**src/design/lsps_pkg.sv**
```systemverilog
`default_nettype none
// ----------------------------------------------------------------------------
// Lamp and switch pin scanner package
// Shared constants, codes and the per-channel state record.
// ----------------------------------------------------------------------------
package lsps_pkg;

	localparam int MAX_CHANNELS = 32;
	localparam int DEF_NUM_CHANNELS = 8;
	localparam int OUT_BITS = 8;
	localparam int COUNT_W = 8;
	localparam int MODES_W = 16;
	localparam int PERIOD_W = 8;

	localparam logic [PERIOD_W-1:0] PERIOD_RESET = 8'd100;

	typedef logic [1:0] mode_t;

	localparam mode_t MODE_INDEP = 2'd0;
	localparam mode_t MODE_MOM = 2'd1;
	localparam mode_t MODE_LAT = 2'd2;
	localparam mode_t MODE_IDLE = 2'd3;

	localparam logic REQ_TICK = 1'b0;
	localparam logic REQ_FORCE = 1'b1;

	localparam logic CFG_MODES = 1'b0;
	localparam logic CFG_PERIOD = 1'b1;

	typedef struct packed {
		logic [COUNT_W-1:0] tick_count;
		logic lamp_on;
		logic physical_on;
		logic logical_on;
		logic press_blocked;
	} lsps_chan_t;

endpackage
`default_nettype wire

```
**src/design/lsps_cell.sv**
```systemverilog
`default_nettype none
// ----------------------------------------------------------------------------
// Scanner cell
// Holds the state of one channel and takes its neighbour's record on a shift.
// ----------------------------------------------------------------------------
module lsps_cell
	import lsps_pkg::*;
(
	input  wire logic       clk,
	input  wire logic       arst_n,
	input  wire logic       shift,
	input  wire lsps_chan_t chan_in,
	output lsps_chan_t      chan_out
);

	lsps_chan_t chan_q;

	always_ff @(posedge clk or negedge arst_n) begin
		if (!arst_n) begin
			chan_q <= '0;
		end else if (shift) begin
			chan_q <= chan_in;
		end
	end

	assign chan_out = chan_q;

endmodule
`default_nettype wire

```
**src/design/lsps_chan_update.sv**
```systemverilog
`default_nettype none
// ----------------------------------------------------------------------------
// Channel update unit
// Applies one tick scan or one lamp force to the record of a single channel.
// ----------------------------------------------------------------------------
module lsps_chan_update
	import lsps_pkg::*;
(
	input  wire lsps_chan_t       chan_in,
	input  wire mode_t            mode,
	input  wire logic             level,
	input  wire logic [PERIOD_W-1:0] period,
	input  wire logic             req,
	input  wire logic             force_hit,
	input  wire logic             force_value,
	output lsps_chan_t            chan_out,
	output logic                  sampled
);

	logic                take;
	logic [COUNT_W-1:0]  count;
	lsps_chan_t          nxt;

	always_comb begin
		nxt = chan_in;
		take = 1'b0;
		count = chan_in.tick_count;
		if (mode != MODE_IDLE) begin
			if (req == REQ_FORCE) begin
				if (force_hit && mode == MODE_INDEP) begin
					nxt.lamp_on = force_value;
				end
			end else begin
				if (!chan_in.lamp_on) begin
					take = (chan_in.tick_count == COUNT_W'(1));
				end else begin
					take = (chan_in.tick_count == period);
					if (take) begin
						count = '0;
					end
				end
				if (take) begin
					nxt.physical_on = level;
				end
				unique case (mode)
					MODE_INDEP: begin
						nxt.logical_on = nxt.physical_on;
					end
					MODE_MOM: begin
						if (take) begin
							nxt.lamp_on = nxt.physical_on;
						end
						nxt.logical_on = nxt.physical_on;
					end
					default: begin
						if (nxt.physical_on) begin
							if (!chan_in.press_blocked) begin
								nxt.logical_on = !chan_in.logical_on;
								nxt.press_blocked = 1'b1;
							end
						end else begin
							nxt.press_blocked = 1'b0;
						end
						nxt.lamp_on = nxt.logical_on;
					end
				endcase
				nxt.tick_count = count + COUNT_W'(1);
			end
		end
	end

	assign chan_out = nxt;
	assign sampled = take;

endmodule
`default_nettype wire

```
**src/design/lamp_switch_pin_scanner.sv**
```systemverilog
`default_nettype none
// An accepted beat is registered and starts a scan pass; the finish state then loads
// the result register, and waits while a full result register is stalled.
// No new beat is accepted until the block is back in idle. The channel records
// circulate once round a ring of cells past one update unit, one channel per cycle.
// Reset clears all channel state, sets every mode to independent and the lit
// sample period to 100; no clearing pass is needed.
// ----------------------------------------------------------------------------
// Lamp and switch pin scanner
// Scans channels whose lamp and switch share a pin, and forces single lamps in independent mode.
// ----------------------------------------------------------------------------
module lamp_switch_pin_scanner
	import lsps_pkg::*;
#(
	parameter int NUM_CHANNELS = DEF_NUM_CHANNELS
) (
	input  wire logic                clk,
	input  wire logic                arst_n,
	input  wire logic                cfg_valid,
	output logic                     cfg_ready,
	input  wire logic                cfg_index,
	input  wire logic [MODES_W-1:0]  cfg_data,
	input  wire logic                in_valid,
	output logic                     in_stall,
	input  wire logic                req_type,
	input  wire logic [OUT_BITS-1:0] pin_levels,
	input  wire logic [2:0]          force_channel,
	input  wire logic                force_value,
	output logic                     out_valid,
	input  wire logic                out_stall,
	output logic [OUT_BITS-1:0]      lamp_levels,
	output logic [OUT_BITS-1:0]      switch_states,
	output logic [OUT_BITS-1:0]      sampled_mask
);

	localparam int STEP_W = $clog2(MAX_CHANNELS);
	localparam int OUT_N = (NUM_CHANNELS < OUT_BITS) ? NUM_CHANNELS : OUT_BITS;

	localparam logic [1:0] ST_IDLE = 2'd0;
	localparam logic [1:0] ST_SCAN = 2'd1;
	localparam logic [1:0] ST_FINISH = 2'd2;

	logic [1:0]           state_q;
	logic [STEP_W-1:0]    step_q;
	logic [MODES_W-1:0]   modes_q;
	logic [PERIOD_W-1:0]  period_q;
	logic                 req_q;
	logic [OUT_BITS-1:0]  pins_q;
	logic [2:0]           force_ch_q;
	logic                 force_val_q;
	logic [OUT_BITS-1:0]  smask_q;
	logic                 out_valid_q;
	logic [OUT_BITS-1:0]  lamp_q;
	logic [OUT_BITS-1:0]  switch_q;
	logic [OUT_BITS-1:0]  mask_q;

	lsps_chan_t           cell_q [NUM_CHANNELS];
	lsps_chan_t           upd_chan;
	logic                 upd_sampled;
	mode_t                cur_mode;
	logic [MODES_W-1:0]   modes_sh;
	logic [OUT_BITS-1:0]  pins_sh;
	logic                 shift;
	logic                 in_take;
	logic                 out_take;
	logic                 out_load;
	logic [OUT_BITS-1:0]  lamp_bits;
	logic [OUT_BITS-1:0]  switch_bits;

	assign cfg_ready = 1'b1;
	assign in_stall = (state_q != ST_IDLE);
	assign in_take = in_valid && !in_stall;
	assign out_take = out_valid_q && !out_stall;
	assign shift = (state_q == ST_SCAN);
	assign out_load = (state_q == ST_FINISH) && (!out_valid_q || !out_stall);

	always_ff @(posedge clk or negedge arst_n) begin
		if (!arst_n) begin
			modes_q <= '0;
			period_q <= PERIOD_RESET;
		end else if (cfg_valid && cfg_ready) begin
			unique case (cfg_index)
				CFG_MODES: modes_q <= cfg_data;
				CFG_PERIOD: period_q <= cfg_data[PERIOD_W-1:0];
				default: ;
			endcase
		end
	end

	always_ff @(posedge clk) begin
		if (in_take) begin
			req_q <= req_type;
			pins_q <= pin_levels;
			force_ch_q <= force_channel;
			force_val_q <= force_value;
		end
	end

	always_ff @(posedge clk or negedge arst_n) begin
		if (!arst_n) begin
			state_q <= ST_IDLE;
			step_q <= '0;
			smask_q <= '0;
		end else begin
			unique case (state_q)
				ST_IDLE: begin
					if (in_take) begin
						state_q <= ST_SCAN;
						step_q <= '0;
						smask_q <= '0;
					end
				end
				ST_SCAN: begin
					smask_q <= smask_q | (OUT_BITS'(upd_sampled) << step_q);
					if (step_q == STEP_W'(NUM_CHANNELS - 1)) begin
						state_q <= ST_FINISH;
						step_q <= '0;
					end else begin
						step_q <= step_q + STEP_W'(1);
					end
				end
				ST_FINISH: begin
					if (out_load) begin
						state_q <= ST_IDLE;
					end
				end
				default: begin
					state_q <= ST_IDLE;
				end
			endcase
		end
	end

	assign modes_sh = modes_q >> {step_q, 1'b0};
	assign pins_sh = pins_q >> step_q;
	assign cur_mode = (step_q < STEP_W'(OUT_BITS)) ? modes_sh[1:0] : MODE_IDLE;

	lsps_chan_update u_update (
		.chan_in     (cell_q[0]),
		.mode        (cur_mode),
		.level       (pins_sh[0]),
		.period      (period_q),
		.req         (req_q),
		.force_hit   (STEP_W'(force_ch_q) == step_q),
		.force_value (force_val_q),
		.chan_out    (upd_chan),
		.sampled     (upd_sampled)
	);

	for (genvar i = 0; i < NUM_CHANNELS; i++) begin : g_cell
		if (i == NUM_CHANNELS - 1) begin : g_tail
			lsps_cell u_cell (
				.clk      (clk),
				.arst_n   (arst_n),
				.shift    (shift),
				.chan_in  (upd_chan),
				.chan_out (cell_q[i])
			);
		end else begin : g_body
			lsps_cell u_cell (
				.clk      (clk),
				.arst_n   (arst_n),
				.shift    (shift),
				.chan_in  (cell_q[i+1]),
				.chan_out (cell_q[i])
			);
		end
	end

	always_comb begin
		lamp_bits = '0;
		switch_bits = '0;
		for (int c = 0; c < OUT_N; c++) begin
			lamp_bits[c] = cell_q[c].lamp_on;
			switch_bits[c] = cell_q[c].logical_on;
		end
	end

	always_ff @(posedge clk or negedge arst_n) begin
		if (!arst_n) begin
			out_valid_q <= 1'b0;
		end else if (out_load) begin
			out_valid_q <= 1'b1;
		end else if (out_take) begin
			out_valid_q <= 1'b0;
		end
	end

	always_ff @(posedge clk) begin
		if (out_load) begin
			lamp_q <= lamp_bits;
			switch_q <= switch_bits;
			mask_q <= (req_q == REQ_FORCE) ? '0 : smask_q;
		end
	end

	assign out_valid = out_valid_q;
	assign lamp_levels = lamp_q;
	assign switch_states = switch_q;
	assign sampled_mask = mask_q;

	assert property (@(posedge clk) disable iff (!arst_n) in_take |=> state_q == ST_SCAN)
		else $error("scan pass did not start after an accepted beat");

	assert property (@(posedge clk) disable iff (!arst_n)
		state_q != ST_SCAN |-> step_q == '0)
		else $error("channel step not at rest outside a scan pass");

	assert property (@(posedge clk) disable iff (!arst_n)
		step_q <= STEP_W'(NUM_CHANNELS - 1))
		else $error("channel step beyond the last channel");

	assert property (@(posedge clk) disable iff (!arst_n)
		out_load && req_q == REQ_FORCE |=> sampled_mask == '0)
		else $error("force result reports sampled channels");

	assert property (@(posedge clk) disable iff (!arst_n)
		out_valid_q && out_stall && state_q == ST_FINISH |=> state_q == ST_FINISH)
		else $error("finished pass dropped while the result register was full");

endmodule
`default_nettype wire
```
**config.mk**
```make
export PLATFORM = sky130hd
export DESIGN_NAME = lamp_switch_pin_scanner
export DESIGN_NICKNAME = d
export VERILOG_FILES = /design/src/design/lsps_pkg.sv /design/src/design/lsps_cell.sv /design/src/design/lsps_chan_update.sv /design/src/design/lamp_switch_pin_scanner.sv
export SDC_FILE = /design/constraint.sdc
export NUM_CORES = 1
export LEC_CHECK = 0
export ABC_AREA = 1
export BUFFER_PORTS_ARGS = -buffer_cell sky130_fd_sc_hd__buf_2
export CORE_MARGIN = 2
export CORE_UTILIZATION = 40
export DETAILED_ROUTE_END_ITERATION = 16
export PLACE_DENSITY_LB_ADDON = 0.08
export SLEW_MARGIN = 10
export SYNTH_ARGS = -nofsm -noshare
export SYNTH_HDL_FRONTEND = slang
export SYNTH_HIERARCHICAL = 1
export SYNTH_SLANG_ARGS = --single-unit
```
**constraint.sdc**
```tcl
create_clock -name clk -period 3.15 [get_ports clk]
set_input_delay 0.63 -clock clk [delete_from_list [all_inputs] [get_ports clk]]
set_output_delay 0.63 -clock clk [all_outputs]
set_load 0.02 [all_outputs]
```
# == Yosys cells after proc, flatten, opt, wreduce, memory -nomap -nowiden ==
# Index checks and enable logic that the tools add are counted.
# word_totals
register_bits,173
wordCells,127
# op_classes
addsub,2
n_lt_le_gt_ge,1
n_eq_ne,11
shifts,3
n_mux,36
bitwise,2
reduce_logical,19
# ops
operator,count
two-way mux 8 bit,6
two-way mux 1 bit,17
case mux 8 bit (2 select lines),1
>> shifter 16 x 6 -> 2 bit,1
two-way mux 12 bit,1
two-way mux 2 bit,5
two-way mux 5 bit,2
case mux 5 bit (2 select lines),1
"adder 8 x 1 -> 8 bit, second input constant",1
"== test 8 x 1 -> 1 bit, second input constant",1
== test 8 bit,1
"!= test 2 bit, second input constant",4
bitwise OR 8 bit,1
<< shifter 1 x 5 -> 8 bit,1
>> shifter 8 x 5 -> 1 bit,1
case mux 2 bit (3 select lines),1
AND reduction 2 bit,3
nonzero test 2 bit,3
"adder 5 x 1 -> 5 bit, second input constant",1
== test 3 x 5 -> 1 bit,1
"== test 5 x 3 -> 1 bit, second input constant",1
"less-than comparator 5 x 4 -> 1 bit, second input constant",1
"== test 2 x 1 -> 1 bit, second input constant",2
logical AND 1 bit,4
9 further kinds,13

# == Depth between registers and ports, before layout ==
# depth
word_depth,11
ltp_mapped,18

# == By module ==
# Netlist, hierarchy kept.
# by_module_without_submodules
module,instances,cells_each,area_per_inst_um2,seq_area_each_um2
lsps_cell,8,51,457.9,300.3
lamp_switch_pin_scanner,1,279,3139.3,2115.8
lsps_chan_update,1,120,590.6,0.0

# == Least setup slack after synthesis ==
# Ideal clock, no wire load.
# synth_path
kind,input -> register
start,input out_stall
end,"register lamp_q[0] (netlist: lamp_levels[0]), enable pin"
t_arrival_ps,1813
path_slack_ps,923
cell_stages,1
path_cell_list,a21oi_1
# synth_via
elab_chain_cells,3
# synth_rtl
element,line,source
"start, declared",lamp_switch_pin_scanner.sv:30,"input wire logic out_stall,"
zero test 1 bit,lamp_switch_pin_scanner.sv:75,assign out_load = (state_q == ST_FINISH) && (!out_valid_q || !out_stall);
logical OR 1 bit,lamp_switch_pin_scanner.sv:75,
logical AND 1 bit,lamp_switch_pin_scanner.sv:75,
"end signal, assigned",lamp_switch_pin_scanner.sv:191,lamp_q <= lamp_bits;
"end, declared",lamp_switch_pin_scanner.sv:53,logic [OUT_BITS-1:0] lamp_q;
# Every way passes these cells.
# A chain may end at the register's enable or synchronous reset.

==> metrics.cfg <==
[logic_synthesis]
synth_cells = 807
yosys.area_share.xor_xnor = 0.00948
synth_top_family_by_area = simple AND/OR/NAND/NOR gates
synthSimpleGateAreaFrac = 0.253
synth_warnings = 6
synth_fa_ha_area_frac = 0.00338
synth_area_per_cell_um2 = 9.16
ys_ff_latch = 173
synth_async_sr_flop_share = 0.786
synth_compound_area_frac = 0.0364
seq_area_frac_synth = 0.611
synthFlopType = dfrtp_1
synth.distinct_cells = 41
netlist_area_um2 = 7390
synth_fp_nets = 844
synth_edf_count = 37
muxShareOfSynthArea = 0.0142

[status]
run_status = finished, final reports clean

[die]
dieArea_um2 = 19600
pin_count = 62
coreArea_um2 = 18000
die_h_um = 140
num_rows = 49
die_width_um = 140
start_util = 0.410

[power]
ir_worst_vdd_v = 0.000652
leakagePower_nw = 4.35
power.density_nw_per_um2 = 817

[critical_path]
crit_fanout = 18
end_kind = register
worstSetupPathType = register to register
startpoint_type = register
worstPathArrival_ns = 2.98
required_ns = 3.51

[clocking]
cts_htree_levels = 4
cts_root_buf = clkbuf_16
cts_sinks = 173
cts_setup_buffers = 0
cts_resized = 0
clk_pin_slew_ns = 0.07
cts_tree = built
insertion_delay_ns = 0.42
clk_path_buf_depth = 2
cts_hold_buf = 0
numCtsBuffers = 17

[final_layout]
diodes = 0
syn2layout_area_growth_pct = 13.6
drive_above_1_share = 0.161
seqCellArea_um2 = 4520
final_common_cell = nand2_1
fillers = 1780
final_util = 0.466
final_nets = 900
final_cell_mix = 388 x nand2_1, 132 x dfrtp_1, 59 x buf_2
multiInputGateArea_um2 = 2350

[place]
gp_congestion = 0.867
hpwl_um = 10700
port_buffers = 60

[sta]
fin_tns_setup_ns = 0
maxSlewViolCount = 0
period_minus_slack_ns = 2.63
timing.final.crit_share = 0.834
tightestPinTransition_ns = 0.585
clock.fmax_mhz = 381
slew_headroom = 0.610
hold_viol_final = 0
fin_skew_ns = 0.00801
finalSetupViolCount = 0
fin_hold_ws_ns = 0.199
rsz0062_at_grt = false

[drt]
ant_nets = 0
drt_first_iter_violations = 361
vias = 5324
post-route-drc-count = 0
wl_per_cell_um = 13.9
post_drt_via_cell_ratio = 4.82
routed_wl_um = 15400
drtPass1Iterations = 5

[global_routing]
grt_pass1_vias = 5398
gr-total-overflow = 0
grt_max_degree = 116
gr-usage-all-layers = 0.166
grt_pass1_wl_um = 26100
antenna_found_initial = 0

[run]
maxCapViolCount = 0

[worst_hold_path]
hold_path.class = primary input to asynchronous set/reset pin

flip-flops by register name (all words and copies together) (netlist names):
name / flops
g_cell.g_body.u_cell/chan_out: 84
modes_q: 16
g_cell.g_tail.u_cell/chan_out: 12
lamp_levels: 8
period_q: 8
pins_q: 8
sampled_mask: 8
smask_q: 8
switch_states: 8
step_q: 5
force_ch_q: 3
state_q: 2
force_val_q: 1
out_valid: 1
req_q: 1
routing by layer:
| metal | vias up | part of all wire | GRT usage |
|---|---|---|---|
| met5 | - | 0 | 0 |
| met4 | 0 | 0.015 | 0.0568 |
| li1 | 2617 | - | - |
| met3 | 21 | 0.045 | 0.0386 |
| met1 | 2579 | 0.47 | 0.230 |
| met2 | 107 | 0.47 | 0.258 |
synthesized netlist by cell type (6+ instances only):
cell type | count | share of area
buf_4 | 11 | 0.011
buf_6 | 12 | 0.018
dfrtp_1 | 133 | 0.45
edfxtp_1 | 37 | 0.15
inv_1 | 52 | 0.026
inv_2 | 17 | 0.0086
nand2_1 | 388 | 0.20
nand2_2 | 6 | 0.0051
nand3_1 | 35 | 0.024
nor2_1 | 23 | 0.012
o21ai_0 | 28 | 0.019
o22ai_1 | 9 | 0.0076
cell type report:
| type | instances | share of cell area |
|---|---|---|
| sequential | 173 | 0.538 |
| multi-input combinational | 535 | 0.280 |
| clock buffer | 20 | 0.0544 |
| timing repair buffer | 65 | 0.0450 |
| tap | 229 | 0.0341 |
| inverter | 71 | 0.0323 |
| clock inverter | 12 | 0.0162 |
per-stage QoR:
stage                     std cells  instance area (um^2)  setup slack (ns)  power, W
final                          1105                  8400             0.523   0.00686
after global routing           1105                  8400             0.224   0.00732
after CTS                      1105                  8390             0.382   0.00693
after detailed placement       1073                  7800             0.402   0.00483
after global placement         1073                  7800             0.555   0.00477
after floorplan                 807                  7390             0.923   0.00450
kinds of logic (layout without fill, tap and decap cells):
logic type	count (synthesis)	count (layout)
compound gates	48	48
xor+xnor	8	8
fa+ha+maj	2	2
buf+inv	99	168
flops	173	173
mux	8	8
other cells	1	1
simple gates	468	468
power breakdown:
group	internal (W)	switching (W)	leakage, nW
combinational	0.000538	0.00120	1.93
clock	0.00122	0.000864	0.277
sequential	0.00270	0.000332	2.15
total	0.00446	0.00240	4.35
worst max-delay path, cell delays in order (launching register included):
cell	delay, ns
dfrtp_2	0.57
inv_6	0.11
nand2_1	0.08
nand3_1	0.08
nand3_1	0.12
nand3_1	0.15
nand2_1	0.11
inv_1	0.04
nor2_1	0.34
inv_1	0.21
nor3_1	0.18
nand4_1	0.15
nor2_1	0.14
xnor2_1	0.13
nand2_1	0.06
nand2_1	0.08
final timing paths:
path	from	endpoint	slack, ns	cells past startpoint
min in group clk	req_type	req_q	0.39	1
worst max-delay path	step_q[0]	g_cell[7].g_tail.u_cell/chan_out[11]	0.52	15
worst min register to register	g_cell[6].g_body.u_cell/chan_out[9]	g_cell[6].g_body.u_cell/chan_out[9]	0.47	2
max in group asynchronous	arst_n	g_cell[5].g_body.u_cell/chan_out[2]	2.26	2
worst min-delay path	arst_n	modes_q[7]	0.20	1
worst max register to register	step_q[0]	g_cell[7].g_tail.u_cell/chan_out[11]	0.52	15
Note: power is estimated with default switching activity, not from simulation.
